### config.mk
export PLATFORM = sky130hd
export DESIGN_NAME = audio_peak_meter_with_hold
export DESIGN_NICKNAME = d
export VERILOG_FILES = /design/src/hw/rtl/apm_pkg.sv /design/src/hw/rtl/audio_peak_meter_with_hold.sv /design/src/hw/rtl/apm_lane.sv /design/src/hw/rtl/apm_core.sv
export SDC_FILE = /design/constraint.sdc
export NUM_CORES = 1
export LEC_CHECK = 0
export ABC_CLOCK_PERIOD_IN_PS = 21200
export BUFFER_PORTS_ARGS = -buffer_cell sky130_fd_sc_hd__buf_2
export CAP_MARGIN = 20
export CORE_MARGIN = 4
export CORE_UTILIZATION = 50
export DETAILED_ROUTE_END_ITERATION = 12
export MAX_ROUTING_LAYER = met4
export PLACE_DENSITY = 0.75
export SETUP_SLACK_MARGIN = 0.15
export SLEW_MARGIN = 20
export SYNTH_ARGS = -nofsm -noshare
export SYNTH_HDL_FRONTEND = slang
export SYNTH_SLANG_ARGS = --single-unit
### constraint.sdc
create_clock -name clock -period 21.2 [get_ports clock]
set_input_delay 2.12 -clock clock [delete_from_list [all_inputs] [get_ports clock]]
set_output_delay 2.12 -clock clock [all_outputs]
set_load 0.005 [all_outputs]
### src/hw/rtl/apm_pkg.sv
// ----------------------------------------------------------------------------
// Peak meter package
// Payload types, configuration type, register indexes and fixed widths.
// ----------------------------------------------------------------------------
`default_nettype none

package apm_pkg;

   localparam int SAMPLE_BITS = 16;
   localparam int DECAY_BITS  = 16;
   localparam int COUNT_BITS  = 20;
   localparam int CHAN_BITS   = 2;
   localparam int CSR_IDX_BITS  = 2;
   localparam int CSR_DATA_BITS = 20;

   localparam logic [SAMPLE_BITS-1:0] FULL_SCALE = {1'b1, {(SAMPLE_BITS-1){1'b0}}};
   localparam logic [COUNT_BITS-1:0]  COUNT_MAX  = {COUNT_BITS{1'b1}};

   localparam logic [CSR_IDX_BITS-1:0] CSR_DECAY_FACTOR    = 2'd0;
   localparam logic [CSR_IDX_BITS-1:0] CSR_HOLD_SAMPLES    = 2'd1;
   localparam logic [CSR_IDX_BITS-1:0] CSR_ACTIVE_CHANNELS = 2'd2;

   localparam logic [DECAY_BITS-1:0] DECAY_RESET  = 16'd65531;
   localparam logic [COUNT_BITS-1:0] HOLD_RESET   = 20'd48000;
   localparam logic [CHAN_BITS-1:0]  CHAN_RESET   = 2'd2;

   typedef struct packed {
      logic signed [SAMPLE_BITS-1:0] sample_a;
      logic signed [SAMPLE_BITS-1:0] sample_b;
      logic                          block_end;
   } apm_req_type;

   typedef struct packed {
      logic [SAMPLE_BITS-1:0] level;
      logic [SAMPLE_BITS-1:0] peak;
   } apm_rsp_type;

   typedef struct packed {
      logic [DECAY_BITS-1:0] decay_factor;
      logic [COUNT_BITS-1:0] hold_samples;
      logic [CHAN_BITS-1:0]  active_channels;
   } apm_cfg_type;

endpackage

`default_nettype wire

### src/hw/rtl/audio_peak_meter_with_hold.sv
// ----------------------------------------------------------------------------
// Audio peak meter with decay and peak hold
// Block-end results pass the lane registers, then the core result register.
// One frame per cycle unless a result is stalled; decay multiply and hold
// compare are combinational. Sync reset clears state, loads register defaults.
// ----------------------------------------------------------------------------
`default_nettype none

module audio_peak_meter_with_hold (
   input  wire logic                             clock,
   input  wire logic                             reset,
   input  wire logic                             req_valid,
   output logic                                  req_stall,
   input  wire apm_pkg::apm_req_type             req_payload,
   output logic                                  rsp_valid,
   input  wire logic                             rsp_stall,
   output apm_pkg::apm_rsp_type                  rsp_payload,
   input  wire logic                             csr_write_enable,
   input  wire logic [apm_pkg::CSR_IDX_BITS-1:0]  csr_index,
   input  wire logic [apm_pkg::CSR_DATA_BITS-1:0] csr_wdata
);
   import apm_pkg::*;

   apm_cfg_type            cfg_ff, cfg_in;
   logic                   frame_valid_ff, frame_valid_in;
   logic                   block_end_ff;
   logic                   advance;
   logic [SAMPLE_BITS-1:0] mag_a;
   logic [SAMPLE_BITS-1:0] mag_b;

   // hold the whole pipe while a result waits on a stalled beat
   assign advance   = !(rsp_valid && rsp_stall);
   assign req_stall = !advance;

   always_comb begin
      cfg_in = cfg_ff;
      if (csr_write_enable) begin
         case (csr_index)
            CSR_DECAY_FACTOR:    cfg_in.decay_factor    = csr_wdata[DECAY_BITS-1:0];
            CSR_HOLD_SAMPLES:    cfg_in.hold_samples    = csr_wdata[COUNT_BITS-1:0];
            CSR_ACTIVE_CHANNELS: cfg_in.active_channels = csr_wdata[CHAN_BITS-1:0];
            default:             cfg_in = cfg_ff;
         endcase
      end
      frame_valid_in = advance ? req_valid : frame_valid_ff;
   end

   always_ff @(posedge clock) begin
      if (reset) begin
         cfg_ff.decay_factor    <= DECAY_RESET;
         cfg_ff.hold_samples    <= HOLD_RESET;
         cfg_ff.active_channels <= CHAN_RESET;
         frame_valid_ff         <= 1'b0;
      end else begin
         cfg_ff         <= cfg_in;
         frame_valid_ff <= frame_valid_in;
      end
   end

   always_ff @(posedge clock) begin
      if (advance) begin
         block_end_ff <= req_payload.block_end;
      end
   end

   apm_lane u_lane_a (
      .clock  (clock),
      .enable (advance),
      .sample (req_payload.sample_a),
      .mag_ff (mag_a)
   );

   apm_lane u_lane_b (
      .clock  (clock),
      .enable (advance),
      .sample (req_payload.sample_b),
      .mag_ff (mag_b)
   );

   apm_core u_core (
      .clock        (clock),
      .reset        (reset),
      .advance      (advance),
      .frame_valid  (frame_valid_ff),
      .block_end    (block_end_ff),
      .mag_a        (mag_a),
      .mag_b        (mag_b),
      .cfg          (cfg_ff),
      .rsp_valid_ff (rsp_valid),
      .rsp_ff       (rsp_payload)
   );

endmodule

`default_nettype wire

### src/hw/rtl/apm_lane.sv
// ----------------------------------------------------------------------------
// Peak meter channel lane
// Registered magnitude of one signed sample; most negative gives full scale.
// ----------------------------------------------------------------------------
`default_nettype none

module apm_lane (
   input  wire logic                               clock,
   input  wire logic                               enable,
   input  wire logic signed [apm_pkg::SAMPLE_BITS-1:0] sample,
   output logic [apm_pkg::SAMPLE_BITS-1:0]         mag_ff
);
   import apm_pkg::*;

   logic [SAMPLE_BITS-1:0] mag_in;

   always_comb begin
      if (sample[SAMPLE_BITS-1]) begin
         mag_in = ~sample + 1'b1;
      end else begin
         mag_in = sample;
      end
   end

   always_ff @(posedge clock) begin
      if (enable) begin
         mag_ff <= mag_in;
      end
   end

endmodule

`default_nettype wire

### src/hw/rtl/apm_core.sv
// ----------------------------------------------------------------------------
// Peak meter merge and state core
// Merges lane magnitudes, decays the level, runs peak hold, registers result.
// ----------------------------------------------------------------------------
`default_nettype none

module apm_core (
   input  wire logic                           clock,
   input  wire logic                           reset,
   input  wire logic                           advance,
   input  wire logic                           frame_valid,
   input  wire logic                           block_end,
   input  wire logic [apm_pkg::SAMPLE_BITS-1:0] mag_a,
   input  wire logic [apm_pkg::SAMPLE_BITS-1:0] mag_b,
   input  wire apm_pkg::apm_cfg_type           cfg,
   output logic                                rsp_valid_ff,
   output apm_pkg::apm_rsp_type                rsp_ff
);
   import apm_pkg::*;

   logic [SAMPLE_BITS-1:0]            block_max_ff, block_max_in;
   logic [SAMPLE_BITS-1:0]            level_ff, level_in;
   logic [SAMPLE_BITS-1:0]            peak_ff, peak_in;
   logic [COUNT_BITS-1:0]             count_ff, count_in;
   logic                              rsp_valid_in;
   apm_rsp_type                       rsp_in;

   logic [SAMPLE_BITS-1:0]            frame_max;
   logic [SAMPLE_BITS-1:0]            block_max_upd;
   logic [SAMPLE_BITS+DECAY_BITS-1:0] product;
   logic [SAMPLE_BITS-1:0]            level_dec;
   logic [COUNT_BITS-1:0]             count_upd;
   logic [SAMPLE_BITS-1:0]            next_level;
   logic                              refresh;

   always_comb begin
      // second lane only counts with two or more channels
      frame_max = mag_a;
      if (cfg.active_channels[1] && (mag_b > mag_a)) begin
         frame_max = mag_b;
      end
      block_max_upd = (frame_max > block_max_ff) ? frame_max : block_max_ff;

      product   = level_ff * cfg.decay_factor;
      level_dec = product[SAMPLE_BITS+DECAY_BITS-1:DECAY_BITS];

      count_upd = (count_ff == COUNT_MAX) ? count_ff : count_ff + 1'b1;

      next_level = (level_dec > block_max_upd) ? level_dec : block_max_upd;
      if (next_level > FULL_SCALE) begin
         next_level = FULL_SCALE;
      end
      refresh = (peak_ff < next_level) || (count_upd > cfg.hold_samples);

      block_max_in = block_max_ff;
      level_in     = level_ff;
      peak_in      = peak_ff;
      count_in     = count_ff;
      rsp_valid_in = rsp_valid_ff;
      rsp_in       = rsp_ff;

      if (advance) begin
         rsp_valid_in = frame_valid && block_end;
         if (frame_valid) begin
            if (block_end) begin
               block_max_in = '0;
               level_in     = next_level;
               peak_in      = refresh ? next_level : peak_ff;
               count_in     = refresh ? '0 : count_upd;
               rsp_in.level = next_level;
               rsp_in.peak  = refresh ? next_level : peak_ff;
            end else begin
               block_max_in = block_max_upd;
               level_in     = level_dec;
               count_in     = count_upd;
            end
         end
      end
   end

   always_ff @(posedge clock) begin
      if (reset) begin
         block_max_ff <= '0;
         level_ff     <= '0;
         peak_ff      <= '0;
         count_ff     <= '0;
         rsp_valid_ff <= 1'b0;
      end else begin
         block_max_ff <= block_max_in;
         level_ff     <= level_in;
         peak_ff      <= peak_in;
         count_ff     <= count_in;
         rsp_valid_ff <= rsp_valid_in;
      end
   end

   always_ff @(posedge clock) begin
      rsp_ff <= rsp_in;
   end

endmodule

`default_nettype wire

# Word level (Yosys, flattened, before mapping)
# Cells that the tools add are included.
# W data, S select, Z words.
[totals]
ff_bits = 173
latchBits = 0
ram_bits = 0
rom_bits = 0
input_bits = 60
word_cells = 54
memories = 0
[classes]
n_addsub = 3
multipliers = 1
n_div = 0
magnitude_cmp = 6
n_eq_ne = 3
shifts = 0
n_mux = 12
bitwise_logic = 3
n_reduce_logical = 10
[ops]
columns = ["operator", "n"]
rows = [
  ["$mux W16", 7],
  ["$mux W20", 3],
  ["$gt A16 B16 Y1", 3],
  ["$add A16 B1 Y16 const B", 2],
  ["$mul A16 B16 Y32", 1],
  ["$not A16 Y16", 2],
  ["$mux W15", 2],
  ["$add A20 B1 Y20 const B", 1],
  ["$eq A20 B20 Y1 const B", 1],
  ["$gt A20 B20 Y1", 1],
  ["$gt A16 B16 Y1 const B", 1],
  ["$lt A16 B16 Y1", 1],
  ["$reduce_and A2 Y1", 4],
  ["$logic_and A1 B1 Y1", 3],
  ["$reduce_and A3 Y1", 1],
  ["$eq A2 B1 Y1 const B", 1],
  ["$eq A2 B2 Y1 const B", 1],
  ["$logic_not A2 Y1", 1],
  ["$logic_or A1 B1 Y1", 1],
  ["$not A1 Y1", 1],
]

# Logic depth before layout (Yosys ltp)
[logic_depth]
ltp_word = 13
mapped_depth = 47

# Hierarchy
# Synthesis repeated with hierarchy kept, for this count alone.
[hier_totals]
cells_unflattened = 2116
hier_area_um2 = 18898.1
[modules_own_cells]
columns = ["mod", "instances", "cells_per_inst", "area_per_inst_um2", "seq_area_each_um2"]
rows = [
  ["apm_core", 1, 1827, 15518.6, 2342.2],
  ["apm_lane", 2, 62, 854.6, 480.5],
  ["audio_peak_meter_with_hold", 1, 165, 1670.4, 810.8],
]

# Worst setup path before layout
# Ideal clock, no wire load.
[synth_path]
path_type = "flip-flop to flip-flop"
from = "reg cfg_ff[31] in the netlist's numbering"
to = "reg u_core.rsp_ff[0] in the netlist's numbering (data pin)"
setup_time_ps = 260
t_arrival_ps = 10065
t_required_ps = 20940
setup_slack_ps = 10875
stages_incl_launch_ff = 46
path_cell_list = "dfxtp_1 > clkbuf_1 > clkbuf_1 > nand2_1 > fa_1 > inv_1 > fa_1 > inv_1 > fa_1 > inv_1 > fa_1 > fa_1 > inv_1 > fa_1 > inv_1 > ha_1 > a21oi_1 > o21ai_0 > [10 not listed] > buf_2 > buf_1 > a31oi_1 > a21oi_2 > a31oi_4 > buf_6 > or2_1 > ha_1 > a21o_1 > a21o_1 > a21oi_1 > o31ai_1 > a221oi_1 > o21ai_0 > o21ai_0 > a31o_2 > buf_4 > mux2_2"
[synth_between]
elab_chain_len = 8
[synth_rtl]
columns = ["element", "line", "rtl"]
rows = [
  ["start, declared", "audio_peak_meter_with_hold.sv:24", "apm_cfg_type cfg_ff, cfg_in;"],
  ["start signal, assigned", "audio_peak_meter_with_hold.sv:55", "cfg_ff <= cfg_in;"],
  ["$mul A16 B16 Y32 (*)", "apm_core.sv:44", "product = level_ff * cfg.decay_factor;"],
  ["$gt A16 B16 Y1", "apm_core.sv:49", "next_level = (level_dec > block_max_upd) ? level_dec : block_max_upd;"],
  ["$mux W16 (*)", "apm_core.sv:49", ""],
  ["$gt A16 B16 Y1", "apm_core.sv:50", "if (next_level > FULL_SCALE) begin"],
  ["$mux W16 (*)", "apm_core.sv:50", ""],
  ["$lt A16 B16 Y1", "apm_core.sv:53", "refresh = (peak_ff < next_level) || (count_upd > cfg.hold_samples);"],
  ["$logic_or A1 B1 Y1", "apm_core.sv:53", ""],
  ["$mux W16 (*)", "-", ""],
  ["end signal, assigned", "apm_core.sv:98", "rsp_ff <= rsp_in;"],
  ["end, declared", "apm_core.sv:17", "output apm_pkg::apm_rsp_type rsp_ff"],
]
# Every way passes the cells marked *; elsewhere a longest branch is shown, timed or not.
# A chain may end at the register's enable or synchronous reset.

# Worst setup path in the final report
[layout_path]
from = "reg u_core.level_ff[4]"
to = "reg u_core.peak_ff[7]"
[layout_between]
elab_chain_len = 8
[layout_rtl]
columns = ["element", "line", "rtl"]
rows = [
  ["start, declared", "apm_core.sv:22", "logic [SAMPLE_BITS-1:0] level_ff, level_in;"],
  ["start signal, assigned", "apm_core.sv:90", "level_ff <= level_in;"],
  ["$mul A16 B16 Y32 (*)", "apm_core.sv:44", ""],
  ["$gt A16 B16 Y1", "apm_core.sv:49", ""],
  ["$mux W16 (*)", "apm_core.sv:49", ""],
  ["$gt A16 B16 Y1", "apm_core.sv:50", ""],
  ["$mux W16 (*)", "apm_core.sv:50", ""],
  ["$lt A16 B16 Y1", "apm_core.sv:53", ""],
  ["$logic_or A1 B1 Y1", "apm_core.sv:53", ""],
  ["$mux W16 (*)", "-", ""],
  ["end signal, assigned", "apm_core.sv:91", "peak_ff <= peak_in;"],
  ["end, declared", "apm_core.sv:23", "logic [SAMPLE_BITS-1:0] peak_ff, peak_in;"],
]
# Marks and branches as above.

==> flow_summary.toml <==
[timing]
maxSlewViolCount = 0
period_needed_ps = 12880
setup_total_negative_slack_ps = 0
max_clock_freq_mhz = 77.7
skew_ps = 14.0
setup_violations = 0
slew_headroom = 0.332
fin_crit_sh = 0.607
grt_setup_unrepaired = "no"
report.final.hold_viol_count = 0
worst_pin_slew_ps = 1000

[floorplanning]
die_height_um = 202
placement_rows = 70
io-pin-count = 94
initial_core_util = 0.511
die_area_sq_um = 40900
core_area_sq_um = 37000
die_x_um = 202

[layout]
n_fill_cell = 3396
finalCoreUtilization = 0.548
drive_gt1_frac = 0.0888
synthToLayoutAreaGrowth_pct = 7.15
ff_latch_area_sq_um = 4090
finish.net_count = 2624
final_cells = 2701
diodes = 0
multi_input_area_sq_um = 13200

[clock_network]
cts_buffers = 17
cts.repair.resized = 0
clk_pin_slew_ps = 80
cts_hold_repair.buffers = 0
cts_root_buffer = "sky130_fd_sc_hd__clkbuf_16"
cts_post_setup_buffers_inserted = 0
insertion_delay_ps = 450
h-tree-depth = 4
clock_tree.buffer_depth = 2
cts.sink_count = 172
cts_tree = "done"

[synth]
synth-seq-area-share = 0.217
synth_edf_count = 65
synthDominantAreaCellType = "sky130_fd_sc_hd__fa_1"
synth.distinct_cells = 82
synth.area.top_cells = "sky130_fd_sc_hd__fa_1 (20%), sky130_fd_sc_hd__ha_1 (12%), sky130_fd_sc_hd__dfxtp_1 (11%)"
synthesized_area_divided_by_synthesized_cell_count_sq_um = 8.77
synthesis.yosys.warnings = 0
synthesis.area_sq_um = 18900
syn-num-nets = 2593
post-synth-top-area-fraction = 0.205
ys_async_sr_fraction = 0
post_synth_inst_count = 2153
synth.ff_latch_count = 172
yosys_most_used_dff = "sky130_fd_sc_hd__dfxtp_1"

[critical_path]
timing.critical_path.to_type = "flop"
critical_path.slowest_cell = "sky130_fd_sc_hd__dfxtp_1"
worst_path_largest_cell_delay_ps = 840
critical_path_arrival_ps = 13180
critical_path_required_ps = 21500
maximum_net_fanout_on_the_critical_path = 25
timing.setup.critical_path_class = "flop to flop"
crit_path_start_kind = "flop"
worst_r2r_path_depth = 39

[detailed_routing]
post_drt_via_cell_ratio = 5.60
number_of_iterations_in_the_first_detailed_routing_pass = 6
number_of_violations_reported_at_the_end_of_detailed_routing_iteration_0 = 1064
detailroute.via_count = 15100
routedWlPerCell_um = 17.8
wirelength_mm = 48.1
drt_drc_violations_left = 0
route.antenna.remaining_nets = 0

[global_routing]
initial_antenna_violation_count = 0
grt_pass1_wl_mm = 80.1
overflow = 0
first_global_vias = 15600
grt_start_max_net_pins = 89
grt_use_total = 0.246

[placed_design]
detailed_place_hpwl_mm = 37.5
gpl.final_weighted_congestion = 0.958
place_inst = 2669
placement.io_buffers = 93

[min_path]
whs_path_depth = 2
holdCritPathClass = "flop to flop"

[job]
cap_viol_max_count = 0

[run_status]
run_status = "completed"
==> cell type report <==
type                            count  share of cell area
Clock buffer                       18              0.0212
Clock inverter                     14             0.00655
Inverter                          329              0.0610
Multi-Input combinational cell   1558               0.650
Sequential cell                   172               0.202
Tap cell                          504              0.0312
Timing Repair Buffer              106              0.0278
==> per-layer routing <==
layer	part of all wire	wire length, um	track usage	vias up
met5	0	0	-	-
met4	0.029	1400	0.0681	0
met3	0.068	3290	0.0443	86
met2	0.48	23100	0.403	555
met1	0.42	20400	0.317	7321
li1	-	-	-	7154
==> cells in the mapped netlist (6+ instances only) <==
cell,instances
sky130_fd_sc_hd__nor2_4,6
sky130_fd_sc_hd__o22ai_1,7
sky130_fd_sc_hd__fa_1,193
sky130_fd_sc_hd__a211oi_1,19
sky130_fd_sc_hd__mux2_2,15
sky130_fd_sc_hd__and2_1,122
sky130_fd_sc_hd__edfxtp_1,65
sky130_fd_sc_hd__nand2b_1,14
sky130_fd_sc_hd__o211ai_1,8
sky130_fd_sc_hd__nand2_1,282
sky130_fd_sc_hd__and3_1,8
sky130_fd_sc_hd__a22oi_1,9
sky130_fd_sc_hd__xnor2_1,44
sky130_fd_sc_hd__nor2_1,118
sky130_fd_sc_hd__a21oi_1,109
sky130_fd_sc_hd__ha_1,187
sky130_fd_sc_hd__dfxtp_1,107
sky130_fd_sc_hd__clkbuf_1,71
sky130_fd_sc_hd__nor3_1,19
sky130_fd_sc_hd__o21ai_1,12
sky130_fd_sc_hd__nand3_1,41
sky130_fd_sc_hd__o21ai_0,67
sky130_fd_sc_hd__o21a_1,9
sky130_fd_sc_hd__xor2_1,29
sky130_fd_sc_hd__o31ai_1,13
sky130_fd_sc_hd__nand4_1,35
sky130_fd_sc_hd__a211o_1,25
sky130_fd_sc_hd__buf_2,11
sky130_fd_sc_hd__inv_1,328
sky130_fd_sc_hd__nor2b_1,25
sky130_fd_sc_hd__a31oi_1,7
sky130_fd_sc_hd__mux2i_1,34
sky130_fd_sc_hd__or4_1,9
sky130_fd_sc_hd__a21o_1,15
==> final timing paths <==
kind | startpoint | to | slack [ps]
max | u_core.level_ff[4] | u_core.peak_ff[7] | 8320
min | cfg_ff[7] | cfg_ff[7] | 460
max reg2reg | u_core.level_ff[4] | u_core.peak_ff[7] | 8320
min reg2reg | cfg_ff[7] | cfg_ff[7] | 460
==> kinds of logic after synthesis <==
group                      count (synthesis)  synth area share
buffers and inverters                    423            0.0870
and+or+nand+nor                          709             0.182
AOI/OAI and AO/OA                        344             0.122
DFF                                      172             0.217
muxes                                     52            0.0293
xor gates and xnor gates                  73            0.0338
adders and majority gates                380             0.328
==> critical path, delay by kind of cell (launching register included) <==
| family | cells | cell delay (ps) |
|---|---|---|
| and+or+nand+nor | 4 | 1190 |
| adders and majority gates | 9 | 4210 |
| DFF | 1 | 840 |
| xor gates and xnor gates | 1 | 340 |
| AOI/OAI and AO/OA | 19 | 5430 |
| buffers and inverters | 6 | 650 |
==> registers in the layout, summed over array words and instances, names as in the netlist <==
name / count
u_lane_a.mag_ff: 16
u_lane_b.mag_ff: 16
cfg_ff: 37
u_core.level_ff: 16
u_core.count_ff: 20
u_core.peak_ff: 16
u_core.block_max_ff: 16
block_end_ff: 1
u_core.rsp_ff: 32
frame_valid_ff: 1
u_core.rsp_valid_ff: 1
==> metrics by stage <==
stage / hold WS, ps / setup WS (ps) / area [sq um]
3_5_place_dp: 450 / 8540 / 19700
5_1_grt: 470 / 7600 / 20200
6_report: 461 / 8320 / 20200
4_1_cts: 461 / 8490 / 20200
3_3_place_gp: 442 / 8740 / 19700
2_1_floorplan: 436 / 10880 / 18900
==> cell usage in the layout, fill, tap and decap left out, types with 5 or more instances in the layout <==
cell | Yosys | routed
sky130_fd_sc_hd__inv_6 | 0 | 5
sky130_fd_sc_hd__nor2_4 | 6 | 6
sky130_fd_sc_hd__a22oi_1 | 9 | 9
sky130_fd_sc_hd__clkbuf_16 | 0 | 17
sky130_fd_sc_hd__o21ai_1 | 12 | 12
sky130_fd_sc_hd__nand3_1 | 41 | 41
sky130_fd_sc_hd__mux2_2 | 15 | 15
sky130_fd_sc_hd__nor2_1 | 118 | 118
sky130_fd_sc_hd__a31oi_1 | 7 | 7
sky130_fd_sc_hd__o22ai_1 | 7 | 7
sky130_fd_sc_hd__a21oi_1 | 109 | 109
sky130_fd_sc_hd__nor3_1 | 19 | 19
sky130_fd_sc_hd__a21o_1 | 15 | 15
sky130_fd_sc_hd__nor2b_1 | 25 | 25
sky130_fd_sc_hd__o211ai_1 | 8 | 8
sky130_fd_sc_hd__and3_1 | 8 | 8
sky130_fd_sc_hd__a211o_1 | 25 | 25
sky130_fd_sc_hd__nand2b_1 | 14 | 14
sky130_fd_sc_hd__and2_1 | 122 | 122
sky130_fd_sc_hd__or3_1 | 5 | 5
sky130_fd_sc_hd__xor2_1 | 29 | 29
sky130_fd_sc_hd__dfxtp_1 | 107 | 107
sky130_fd_sc_hd__mux2i_1 | 34 | 34
sky130_fd_sc_hd__xnor2_1 | 44 | 44
sky130_fd_sc_hd__nand4_1 | 35 | 35
sky130_fd_sc_hd__buf_2 | 11 | 93
sky130_fd_sc_hd__fa_1 | 193 | 193
sky130_fd_sc_hd__edfxtp_1 | 65 | 65
sky130_fd_sc_hd__or4_1 | 9 | 9
sky130_fd_sc_hd__o21a_1 | 9 | 9
sky130_fd_sc_hd__ha_1 | 187 | 187
sky130_fd_sc_hd__nand2_1 | 282 | 282
sky130_fd_sc_hd__o21ai_0 | 67 | 67
sky130_fd_sc_hd__a211oi_1 | 19 | 19
sky130_fd_sc_hd__buf_4 | 1 | 13
sky130_fd_sc_hd__o31ai_1 | 13 | 13
sky130_fd_sc_hd__inv_1 | 328 | 328
Power is not shown: default switching activity piles up to over one toggle a cycle in this logic, so the estimate is an artifact.
